--- src/design/npfc_pkg.sv ---
// Shared types and constants for the nearest-point-to-frame-corners block.
// Used by every module of the block and by its checker; depends on nothing.
package npfc_pkg;

    // Field widths
    localparam int COORD_BITS  = 12;
    localparam int DIM_BITS    = 12;
    localparam int BOUND_BITS  = 25;
    localparam int MAG_BITS    = (COORD_BITS > DIM_BITS) ? COORD_BITS : DIM_BITS;
    localparam int SQ_BITS     = 2 * MAG_BITS;
    localparam int DIST_BITS   = SQ_BITS + 1;
    localparam int NUM_CORNERS = 4;
    localparam int NUM_PTS     = 2;
    localparam int CFG_IDX_BITS  = 2;
    localparam int CFG_DATA_BITS = BOUND_BITS;

    // Corner numbering, also the bit order of corners_found
    localparam int CORNER_TL = 0;
    localparam int CORNER_TR = 1;
    localparam int CORNER_BR = 2;
    localparam int CORNER_BL = 3;

    // Register reset values
    localparam logic [DIM_BITS-1:0]   WIDTH_RESET  = DIM_BITS'(640);
    localparam logic [DIM_BITS-1:0]   HEIGHT_RESET = DIM_BITS'(480);
    localparam logic [BOUND_BITS-1:0] BOUND_RESET  = BOUND_BITS'(100000);

    // Configuration register indexes
    typedef enum logic [CFG_IDX_BITS-1:0] {
        CFG_IMAGE_WIDTH   = 2'd0,
        CFG_IMAGE_HEIGHT  = 2'd1,
        CFG_INITIAL_BOUND = 2'd2
    } t_cfg_idx;

    typedef logic [COORD_BITS-1:0] t_coord;
    typedef logic [DIST_BITS-1:0]  t_dist;

    typedef struct packed {
        t_coord y;
        t_coord x;
    } t_point;

    // Input word: one segment
    typedef struct packed {
        t_coord start_x;
        t_coord start_y;
        t_coord end_x;
        t_coord end_y;
        logic   last_segment;
    } t_in_word;

    // Output word: one frame summary
    typedef struct packed {
        t_coord top_left_x;
        t_coord top_left_y;
        t_coord top_right_x;
        t_coord top_right_y;
        t_coord bottom_right_x;
        t_coord bottom_right_y;
        t_coord bottom_left_x;
        t_coord bottom_left_y;
        logic [NUM_CORNERS-1:0] corners_found;
    } t_out_word;

    // Distance stage to best-tracking stage
    typedef struct packed {
        t_dist  [NUM_PTS-1:0][NUM_CORNERS-1:0] sq_dist;
        t_point [NUM_PTS-1:0]                  pt;
        logic                                  last;
    } t_dist_word;

endpackage

--- src/design/nearest_point_to_frame_corners.sv ---
// Top level of the nearest-point-to-frame-corners block: config registers and stages.
// Depends on npfc_pkg, npfc_dist and npfc_best.
//
// Takes one segment word per cycle unless stalled and tracks, for each frame
// corner, the endpoint with the smallest squared distance below initial_bound.
// A segment flagged last_segment is folded in first, then one output word is
// emitted and the tracking restarts for the next frame. An accepted segment
// passes the input register, the distance register (eight 12x12 squares and
// adds), then the best-update compare that writes the output register.
// Throughput is one segment per clock while nothing stalls, set by the
// compare-and-update loop on the corner bests; an output word held by stall
// lets the pipeline keep filling until the final segment of the next frame
// needs the output register. Configuration is written through a plain write
// port, by the user only while no segment is in flight (not enforced).
module nearest_point_to_frame_corners (
    input  logic                               i_clk,
    input  logic                               i_rst_n,
    input  logic                               i_in_valid,
    output logic                               o_in_stall,
    input  npfc_pkg::t_in_word                 i_in_word,
    output logic                               o_out_valid,
    input  logic                               i_out_stall,
    output npfc_pkg::t_out_word                o_out_word,
    input  logic                               i_cfg_we,
    input  logic [npfc_pkg::CFG_IDX_BITS-1:0]  i_cfg_index,
    input  logic [npfc_pkg::CFG_DATA_BITS-1:0] i_cfg_data
);
    import npfc_pkg::*;

    logic [DIM_BITS-1:0]   r_width;
    logic [DIM_BITS-1:0]   r_height;
    logic [BOUND_BITS-1:0] r_bound;
    logic                  d_valid;
    logic                  d_take;
    t_dist_word            d_word;

    // Configuration registers
    always_ff @(posedge i_clk) begin
        if (!i_rst_n) begin
            r_width  <= WIDTH_RESET;
            r_height <= HEIGHT_RESET;
            r_bound  <= BOUND_RESET;
        end else if (i_cfg_we) begin
            case (i_cfg_index)
                CFG_IMAGE_WIDTH:   r_width  <= i_cfg_data[DIM_BITS-1:0];
                CFG_IMAGE_HEIGHT:  r_height <= i_cfg_data[DIM_BITS-1:0];
                CFG_INITIAL_BOUND: r_bound  <= i_cfg_data[BOUND_BITS-1:0];
                default: ;
            endcase
        end
    end

    // Distance stage
    npfc_dist u_dist (
        .i_clk    (i_clk),
        .i_rst_n  (i_rst_n),
        .i_valid  (i_in_valid),
        .o_stall  (o_in_stall),
        .i_word   (i_in_word),
        .i_width  (r_width),
        .i_height (r_height),
        .o_valid  (d_valid),
        .i_take   (d_take),
        .o_word   (d_word)
    );

    // Best tracking and output
    npfc_best u_best (
        .i_clk   (i_clk),
        .i_rst_n (i_rst_n),
        .i_valid (d_valid),
        .o_take  (d_take),
        .i_word  (d_word),
        .i_bound (r_bound),
        .o_valid (o_out_valid),
        .i_stall (i_out_stall),
        .o_word  (o_out_word)
    );

endmodule

--- src/design/npfc_dist.sv ---
// Input register and squared-distance stage: eight corner distances per segment.
// Depends on npfc_pkg.
module npfc_dist (
    input  logic                         i_clk,
    input  logic                         i_rst_n,
    input  logic                         i_valid,
    output logic                         o_stall,
    input  npfc_pkg::t_in_word           i_word,
    input  logic [npfc_pkg::DIM_BITS-1:0] i_width,
    input  logic [npfc_pkg::DIM_BITS-1:0] i_height,
    output logic                         o_valid,
    input  logic                         i_take,
    output npfc_pkg::t_dist_word         o_word
);
    import npfc_pkg::*;

    logic       r_a_valid;
    t_in_word   r_a;
    logic       r_d_valid;
    t_dist_word r_d;
    t_dist_word n_d;
    logic       a_en;
    logic       d_en;
    t_point     pts [NUM_PTS];
    logic [SQ_BITS-1:0] sq_xl [NUM_PTS];
    logic [SQ_BITS-1:0] sq_xr [NUM_PTS];
    logic [SQ_BITS-1:0] sq_yt [NUM_PTS];
    logic [SQ_BITS-1:0] sq_yb [NUM_PTS];

    // Square of |a - b|
    function automatic logic [SQ_BITS-1:0] f_sq_diff(logic [MAG_BITS-1:0] a,
                                                      logic [MAG_BITS-1:0] b);
        logic [MAG_BITS-1:0] m;
        m = (a >= b) ? (a - b) : (b - a);
        return SQ_BITS'(m * m);
    endfunction

    // Stage enables
    assign d_en    = !r_d_valid || i_take;
    assign a_en    = !r_a_valid || d_en;
    assign o_stall = !a_en;
    assign o_valid = r_d_valid;
    assign o_word  = r_d;

    // Distances to all four corners for both endpoints
    always_comb begin
        pts[0] = '{y: r_a.start_y, x: r_a.start_x};
        pts[1] = '{y: r_a.end_y,   x: r_a.end_x};
        n_d.last = r_a.last_segment;
        for (int p = 0; p < NUM_PTS; p++) begin
            sq_xl[p] = f_sq_diff(MAG_BITS'(pts[p].x), '0);
            sq_xr[p] = f_sq_diff(MAG_BITS'(pts[p].x), MAG_BITS'(i_width));
            sq_yt[p] = f_sq_diff(MAG_BITS'(pts[p].y), '0);
            sq_yb[p] = f_sq_diff(MAG_BITS'(pts[p].y), MAG_BITS'(i_height));
            n_d.pt[p] = pts[p];
            n_d.sq_dist[p][CORNER_TL] = DIST_BITS'(sq_xl[p]) + DIST_BITS'(sq_yt[p]);
            n_d.sq_dist[p][CORNER_TR] = DIST_BITS'(sq_xr[p]) + DIST_BITS'(sq_yt[p]);
            n_d.sq_dist[p][CORNER_BR] = DIST_BITS'(sq_xr[p]) + DIST_BITS'(sq_yb[p]);
            n_d.sq_dist[p][CORNER_BL] = DIST_BITS'(sq_xl[p]) + DIST_BITS'(sq_yb[p]);
        end
    end

    // Pipeline registers
    always_ff @(posedge i_clk) begin
        if (!i_rst_n) begin
            r_a_valid <= 1'b0;
            r_d_valid <= 1'b0;
        end else begin
            if (a_en) begin
                r_a_valid <= i_valid;
            end
            if (d_en) begin
                r_d_valid <= r_a_valid;
            end
        end
    end

    always_ff @(posedge i_clk) begin
        if (a_en && i_valid) begin
            r_a <= i_word;
        end
        if (d_en && r_a_valid) begin
            r_d <= n_d;
        end
    end

endmodule

--- src/design/npfc_best.sv ---
// Running best point per corner and the output register for frame results.
// Depends on npfc_pkg.
module npfc_best (
    input  logic                            i_clk,
    input  logic                            i_rst_n,
    input  logic                            i_valid,
    output logic                            o_take,
    input  npfc_pkg::t_dist_word            i_word,
    input  logic [npfc_pkg::BOUND_BITS-1:0] i_bound,
    output logic                            o_valid,
    input  logic                            i_stall,
    output npfc_pkg::t_out_word             o_word
);
    import npfc_pkg::*;

    t_dist                  r_best_dist [NUM_CORNERS];
    t_point                 r_best_pt   [NUM_CORNERS];
    logic [NUM_CORNERS-1:0] r_found;
    logic                   r_out_valid;
    t_out_word              r_out;

    t_dist                  n_best_dist [NUM_CORNERS];
    t_point                 n_best_pt   [NUM_CORNERS];
    logic [NUM_CORNERS-1:0] n_found;
    t_out_word              n_out;
    t_dist                  cur;
    t_point                 rep_pt [NUM_CORNERS];
    logic                   out_free;
    logic                   fire;

    assign out_free = !r_out_valid || !i_stall;
    assign fire     = i_valid && (!i_word.last || out_free);
    assign o_take   = fire;
    assign o_valid  = r_out_valid;
    assign o_word   = r_out;

    // Endpoint 0 then endpoint 1 against each corner's current best
    always_comb begin
        for (int c = 0; c < NUM_CORNERS; c++) begin
            cur            = r_found[c] ? r_best_dist[c] : DIST_BITS'(i_bound);
            n_best_dist[c] = r_best_dist[c];
            n_best_pt[c]   = r_best_pt[c];
            n_found[c]     = r_found[c];
            for (int p = 0; p < NUM_PTS; p++) begin
                if (i_word.sq_dist[p][c] < cur) begin
                    cur            = i_word.sq_dist[p][c];
                    n_best_dist[c] = i_word.sq_dist[p][c];
                    n_best_pt[c]   = i_word.pt[p];
                    n_found[c]     = 1'b1;
                end
            end
            rep_pt[c] = n_found[c] ? n_best_pt[c] : '0;
        end
    end

    // Frame summary word
    always_comb begin
        n_out.top_left_x     = rep_pt[CORNER_TL].x;
        n_out.top_left_y     = rep_pt[CORNER_TL].y;
        n_out.top_right_x    = rep_pt[CORNER_TR].x;
        n_out.top_right_y    = rep_pt[CORNER_TR].y;
        n_out.bottom_right_x = rep_pt[CORNER_BR].x;
        n_out.bottom_right_y = rep_pt[CORNER_BR].y;
        n_out.bottom_left_x  = rep_pt[CORNER_BL].x;
        n_out.bottom_left_y  = rep_pt[CORNER_BL].y;
        n_out.corners_found  = n_found;
    end

    // Control: found mask and output valid
    always_ff @(posedge i_clk) begin
        if (!i_rst_n) begin
            r_found     <= '0;
            r_out_valid <= 1'b0;
        end else begin
            if (fire) begin
                r_found <= i_word.last ? '0 : n_found;
            end
            if (fire && i_word.last) begin
                r_out_valid <= 1'b1;
            end else if (!i_stall) begin
                r_out_valid <= 1'b0;
            end
        end
    end

    // Payload: bests and output word
    always_ff @(posedge i_clk) begin
        if (fire) begin
            for (int c = 0; c < NUM_CORNERS; c++) begin
                r_best_dist[c] <= n_best_dist[c];
                r_best_pt[c]   <= n_best_pt[c];
            end
        end
        if (fire && i_word.last) begin
            r_out <= n_out;
        end
    end

endmodule

--- config.mk ---
export PLATFORM = sky130hd
export DESIGN_NAME = nearest_point_to_frame_corners
export DESIGN_NICKNAME = d
export VERILOG_FILES = /design/src/design/npfc_pkg.sv /design/src/design/nearest_point_to_frame_corners.sv /design/src/design/npfc_dist.sv /design/src/design/npfc_best.sv
export SDC_FILE = /design/constraint.sdc
export NUM_CORES = 2
export LEC_CHECK = 0
export CAP_MARGIN = 30
export CORE_MARGIN = 1.5
export CORE_UTILIZATION = 30
export DETAILED_ROUTE_END_ITERATION = 12
export DONT_BUFFER_PORTS = 1
export PLACE_DENSITY_LB_ADDON = 0.25
export SLEW_MARGIN = 30
export SYNTH_ARGS = -nofsm -noshare
export SYNTH_HDL_FRONTEND = slang
export SYNTH_SLANG_ARGS = --single-unit
--- constraint.sdc ---
create_clock -name i_clk -period 25.4 [get_ports i_clk]
set_input_delay 0 -clock i_clk [delete_from_list [all_inputs] [get_ports i_clk]]
set_output_delay 0 -clock i_clk [all_outputs]
set_load 0.02 [all_outputs]
==> qor.txt <==
STATUS
----------------------------------------------------------------------------------
Status                                                                finished clean

SYNTH
----------------------------------------------------------------------------------
Mapped Avg Cell Area                                                      9.79 µm²
Main area contributors after synthesis                                sky130_fd_sc_hd__edfxtp_1 25%, sky130_fd_sc_hd__fa_1 18%, sky130_fd_sc_hd__ha_1 16%, sky130_fd_sc_hd__inv_1 5.3%, sky130_fd_sc_hd__mux2_2 5.1%
Largest family of logic cells by synthesized area                      adder cells
Predominant post-synthesis flop cell                                  sky130_fd_sc_hd__edfxtp_1
Yosys warnings                                                                   0
Share of synthesized area occupied by flip-flops and latches                 26.1%
XOR/XNOR Fraction of Synth Area                                              4.54%
Post-synthesis adder-cell area fraction                                      33.3%
Compound-Gate Fraction of Synth Area                                         10.9%
Synth Net Count                                                               9038
Async set-or-reset flop fraction in the synthesized netlist                     0%
Number of enable flip-flop cells after synthesis                               594
Synthesized flop and latch total                                               650
Unique cell type count in the Yosys netlist                                     83
Simple-Gate Fraction of Synth Area                                           11.6%
Share of the synthesized area in the top cell type                           24.6%
Number of instances in the synthesized netlist                                7409
Portion of netlist area occupied by mux cells                                6.81%
Mapped Area                                                              72500 µm²
Largest area contributor in the synthesized netlist                   sky130_fd_sc_hd__edfxtp_1

DRT
----------------------------------------------------------------------------------
Count of vias placed by the detailed router                                  55000
Average vias per placed instance                                              5.08
Post-Route WL                                                               247 mm
Detail-routed net length per standard cell                                 22.8 µm
Number of remaining DRC errors                                                   0
DRT Pass-1 Iters                                                                 6
Iter 0 DRT Violations                                                         5021
Remaining number of nets flagged by the antenna check after routing              0

TIMING
----------------------------------------------------------------------------------
Count of endpoints failing setup in the final report                             0
Share of the clock period used by the worst path after layout                44.7%
Worst slew slack as a fraction of its limit                                  26.4%
Unrepaired setup endpoints after global routing                                 no
Period minus WS final                                                     11360 ps
TNS Setup                                                                     0 ps
Number of endpoints with negative hold slack in the final report                 0
Worst Clk Skew                                                             53.7 ps
Final Slew Violations                                                            0
Max frequency                                                             88.1 MHz
Slew of the pin with the lowest slew margin                                1100 ps

SETUP PATH
----------------------------------------------------------------------------------
Delay contributed by the slowest stage of the critical path                 640 ps
Worst reg-to-reg path cell count                                                41
Worst setup path category                                                  reg2reg
Data arrival time of the critical path                                    11930 ps
Reg2reg end                                                           u_dist.o_word[97]$_DFFE_PP_
Worst r2r src                                                         u_dist.n_d[1]$_DFFE_PP_
Minimum setup slack among reg-to-reg paths                                14040 ps
Setup crit start kind                                                    flip-flop
Highest net fanout along the worst path                                         13
Crit path capture type                                                   flip-flop
Slowest stage cell on the critical path                               sky130_fd_sc_hd__or4_1
Crit path required time                                                   25970 ps

CLOCKING
----------------------------------------------------------------------------------
Clock H-tree levels                                                              3
TritonCTS clock tree                                                         built
Clk pin slew, worst setup/hold paths                                         80 ps
Clock latency on the worst-skew pair                                        730 ps
Clk buf depth                                                                    3
Clock tree sinks                                                               650
Number of buffers inserted during clock tree synthesis                          78
Root buffer selected by CTS                                           sky130_fd_sc_hd__clkbuf_16
Post-cts resize count                                                            0

PLACE
----------------------------------------------------------------------------------
Post-placement cell area                                                 76800 µm²
Final weighted congestion in routability-driven placement                    0.947
HPWL after detailed placement                                               199 mm
Total of buffers placed on input and output ports                                0

WORST HOLD PATH
----------------------------------------------------------------------------------
Type of the tightest min-delay check                                        in2reg
Hold path startpoint                                                  i_cfg_index[0]
Sink of the worst hold path                                           r_height[2]$_SDFFE_PN0P_
Hold Path Cell Cnt                                                               3

GLOBAL ROUTING
----------------------------------------------------------------------------------
First-pass GRT wire length                                                  358 mm
Combined global-route utilization of all metal layers                        19.9%
Remaining global-route overflow                                                  0
Vias in the first global route                                               53900
Pin count of the biggest net entering global routing                            71
Number of antenna violations at the first check in global routing               37

FINISH
----------------------------------------------------------------------------------
Nets@finish                                                                   9191
Layout Area Growth over Synthesis                                            11.9%
Number of filler cells placed in the layout                                  24400
Multi-input gate area                                                    49000 µm²
Fraction of layout cells with a size suffix above 1                          9.13%
Area taken by flip-flops and latches                                     19000 µm²
Final design instance area without fill                                  81200 µm²

FLOORPLAN
----------------------------------------------------------------------------------
Top-level port count                                                           183
Initial core utilization                                                     30.2%
Standard-cell row count                                                        180
Floorplan die width                                                         495 µm
Die H                                                                       495 µm
Floorplan Core Area                                                     240000 µm²
Die Outline Area                                                        245000 µm²

JOB
----------------------------------------------------------------------------------
Count of max-cap constraint violations                                           0

-- critical path, delay by kind of cell, from the launching register on --
family | cells | cell delay (ps)
fa+ha+maj | 9 | 3670
simple gates | 7 | 2170
xor+xnor | 2 | 340
flops | 1 | 610
compound gates | 15 | 3620
buf+inv | 8 | 790
-- metrics by stage --
step                setup WS [ps]  util, %  cells  hold slack (ps)
detailed placement          14190     32.0  10500             89.8
finish                      14040     33.8  10800             58.5
floorplan                   13040        -   7409             98.9
CTS                         14130     33.7  10800             1.56
global route                13400     33.8  10800             47.1
global placement            13770     31.9  10500             87.0
-- cells in the final DEF (no fill, tap or decap), types with 24 or more instances in the layout --
cell type and count:
sky130_fd_sc_hd__or2_2 55, sky130_fd_sc_hd__a21boi_0 46, sky130_fd_sc_hd__nand3_1 118, sky130_fd_sc_hd__nor2_1 602
sky130_fd_sc_hd__o211ai_1 33, sky130_fd_sc_hd__nand4_1 50, sky130_fd_sc_hd__o21bai_1 44, sky130_fd_sc_hd__a211oi_1 36
sky130_fd_sc_hd__and2_1 42, sky130_fd_sc_hd__a31oi_1 24, sky130_fd_sc_hd__buf_4 122, sky130_fd_sc_hd__inv_1 1025
sky130_fd_sc_hd__fa_1 640, sky130_fd_sc_hd__nand2b_1 66, sky130_fd_sc_hd__nor2b_1 59, sky130_fd_sc_hd__ha_1 908
sky130_fd_sc_hd__dlygate4sd3_1 154, sky130_fd_sc_hd__dfxtp_1 52, sky130_fd_sc_hd__xnor2_1 257, sky130_fd_sc_hd__and3_1 31
sky130_fd_sc_hd__o21ai_0 243, sky130_fd_sc_hd__xor2_1 103, sky130_fd_sc_hd__a21oi_1 354, sky130_fd_sc_hd__mux2i_1 121
sky130_fd_sc_hd__clkinv_1 34, sky130_fd_sc_hd__mux2_2 331, sky130_fd_sc_hd__nor3_1 72, sky130_fd_sc_hd__or3_1 28
sky130_fd_sc_hd__nand2_1 707, sky130_fd_sc_hd__o21a_1 67, sky130_fd_sc_hd__edfxtp_1 594, sky130_fd_sc_hd__a21o_1 181
sky130_fd_sc_hd__a22o_1 50, sky130_fd_sc_hd__clkbuf_16 78
-- cells by family (layout without fill, tap and decap cells) --
| group | after synthesis | count (layout) |
|---|---|---|
| mux | 452 | 452 |
| compound gates | 1224 | 1224 |
| fa+ha+maj | 1548 | 1548 |
| simple gates | 1894 | 1894 |
| flops | 650 | 650 |
| other cells | 0 | 13 |
| xor+xnor | 372 | 372 |
| buf+inv | 1269 | 1484 |
-- area by class of cell --
| class | instances | share of cell area [%] |
|---|---|---|
| Tap cell | 3185 | 4.91 |
| Antenna cell | 13 | 0.0401 |
| Timing Repair Buffer | 283 | 3.17 |
| Clock inverter | 52 | 0.805 |
| Sequential cell | 650 | 23.4 |
| Inverter | 1059 | 4.90 |
| Multi-Input combinational cell | 5490 | 60.3 |
| Clock buffer | 90 | 2.47 |
-- how the worst max path moves through the flow --
stage	startpoint	end	slack, ps	depth (start not counted)
after floorplan	u_best.o_valid$_SDFFE_PN0P_	u_dist.o_word[0]$_DFFE_PP_	13040	3
after global placement	u_dist.n_d[25]$_DFFE_PP_	u_dist.o_word[222]$_DFFE_PP_	13770	38
after detailed placement	u_dist.n_d[1]$_DFFE_PP_	u_dist.o_word[97]$_DFFE_PP_	14190	41
after CTS	u_dist.n_d[1]$_DFFE_PP_	u_dist.o_word[97]$_DFFE_PP_	14130	41
after global routing	u_dist.n_d[1]$_DFFE_PP_	u_dist.o_word[97]$_DFFE_PP_	13400	41
final	u_dist.n_d[1]$_DFFE_PP_	u_dist.o_word[97]$_DFFE_PP_	14040	41
-- state kept, by name, indices dropped and copies added (netlist names) --
signal	cells
u_dist.o_word	249
u_best.o_word	100
u_best.r_best_dist	100
u_best.r_best_pt	96
u_dist.n_d	49
r_bound	25
r_height	12
r_width	12
u_best.r_found	4
u_best.o_valid	1
u_dist.o_valid	1
u_dist.r_a_valid	1
-- per-layer routing --
layer | routed length [µm] | share of wire, % | GRT usage [%] | up-vias
met3 | 15700 | 6.4 | 2.71 | 317
met1 | 111000 | 45 | 27.7 | 27500
met4 | 10300 | 4.2 | 7.52 | 0
met2 | 110000 | 45 | 31.1 | 1643
met5 | 0 | 0 | 0 | -
li1 | - | - | - | 25500
-- synthesized netlist by cell type (118+ instances only) --
cell type                  number
sky130_fd_sc_hd__fa_1         640
sky130_fd_sc_hd__mux2i_1      121
sky130_fd_sc_hd__a21oi_1      357
sky130_fd_sc_hd__a21o_1       182
sky130_fd_sc_hd__xnor2_1      264
sky130_fd_sc_hd__nand3_1      118
sky130_fd_sc_hd__mux2_2       331
sky130_fd_sc_hd__inv_1       1027
sky130_fd_sc_hd__nand2_1      707
sky130_fd_sc_hd__nor2_1       604
sky130_fd_sc_hd__ha_1         908
sky130_fd_sc_hd__o21ai_0      244
sky130_fd_sc_hd__clkbuf_1     158
sky130_fd_sc_hd__edfxtp_1     594
-- what timing repair did --
action,CTS,global route
setup endpoints to repair,0,0
hold buffers,155,0
hold endpoints to repair,121,0
buffers inserted,0,0
Power is left out: the tool's default activity adds up to more than one toggle a clock period on the data nets, which glitch-free logic cannot reach.
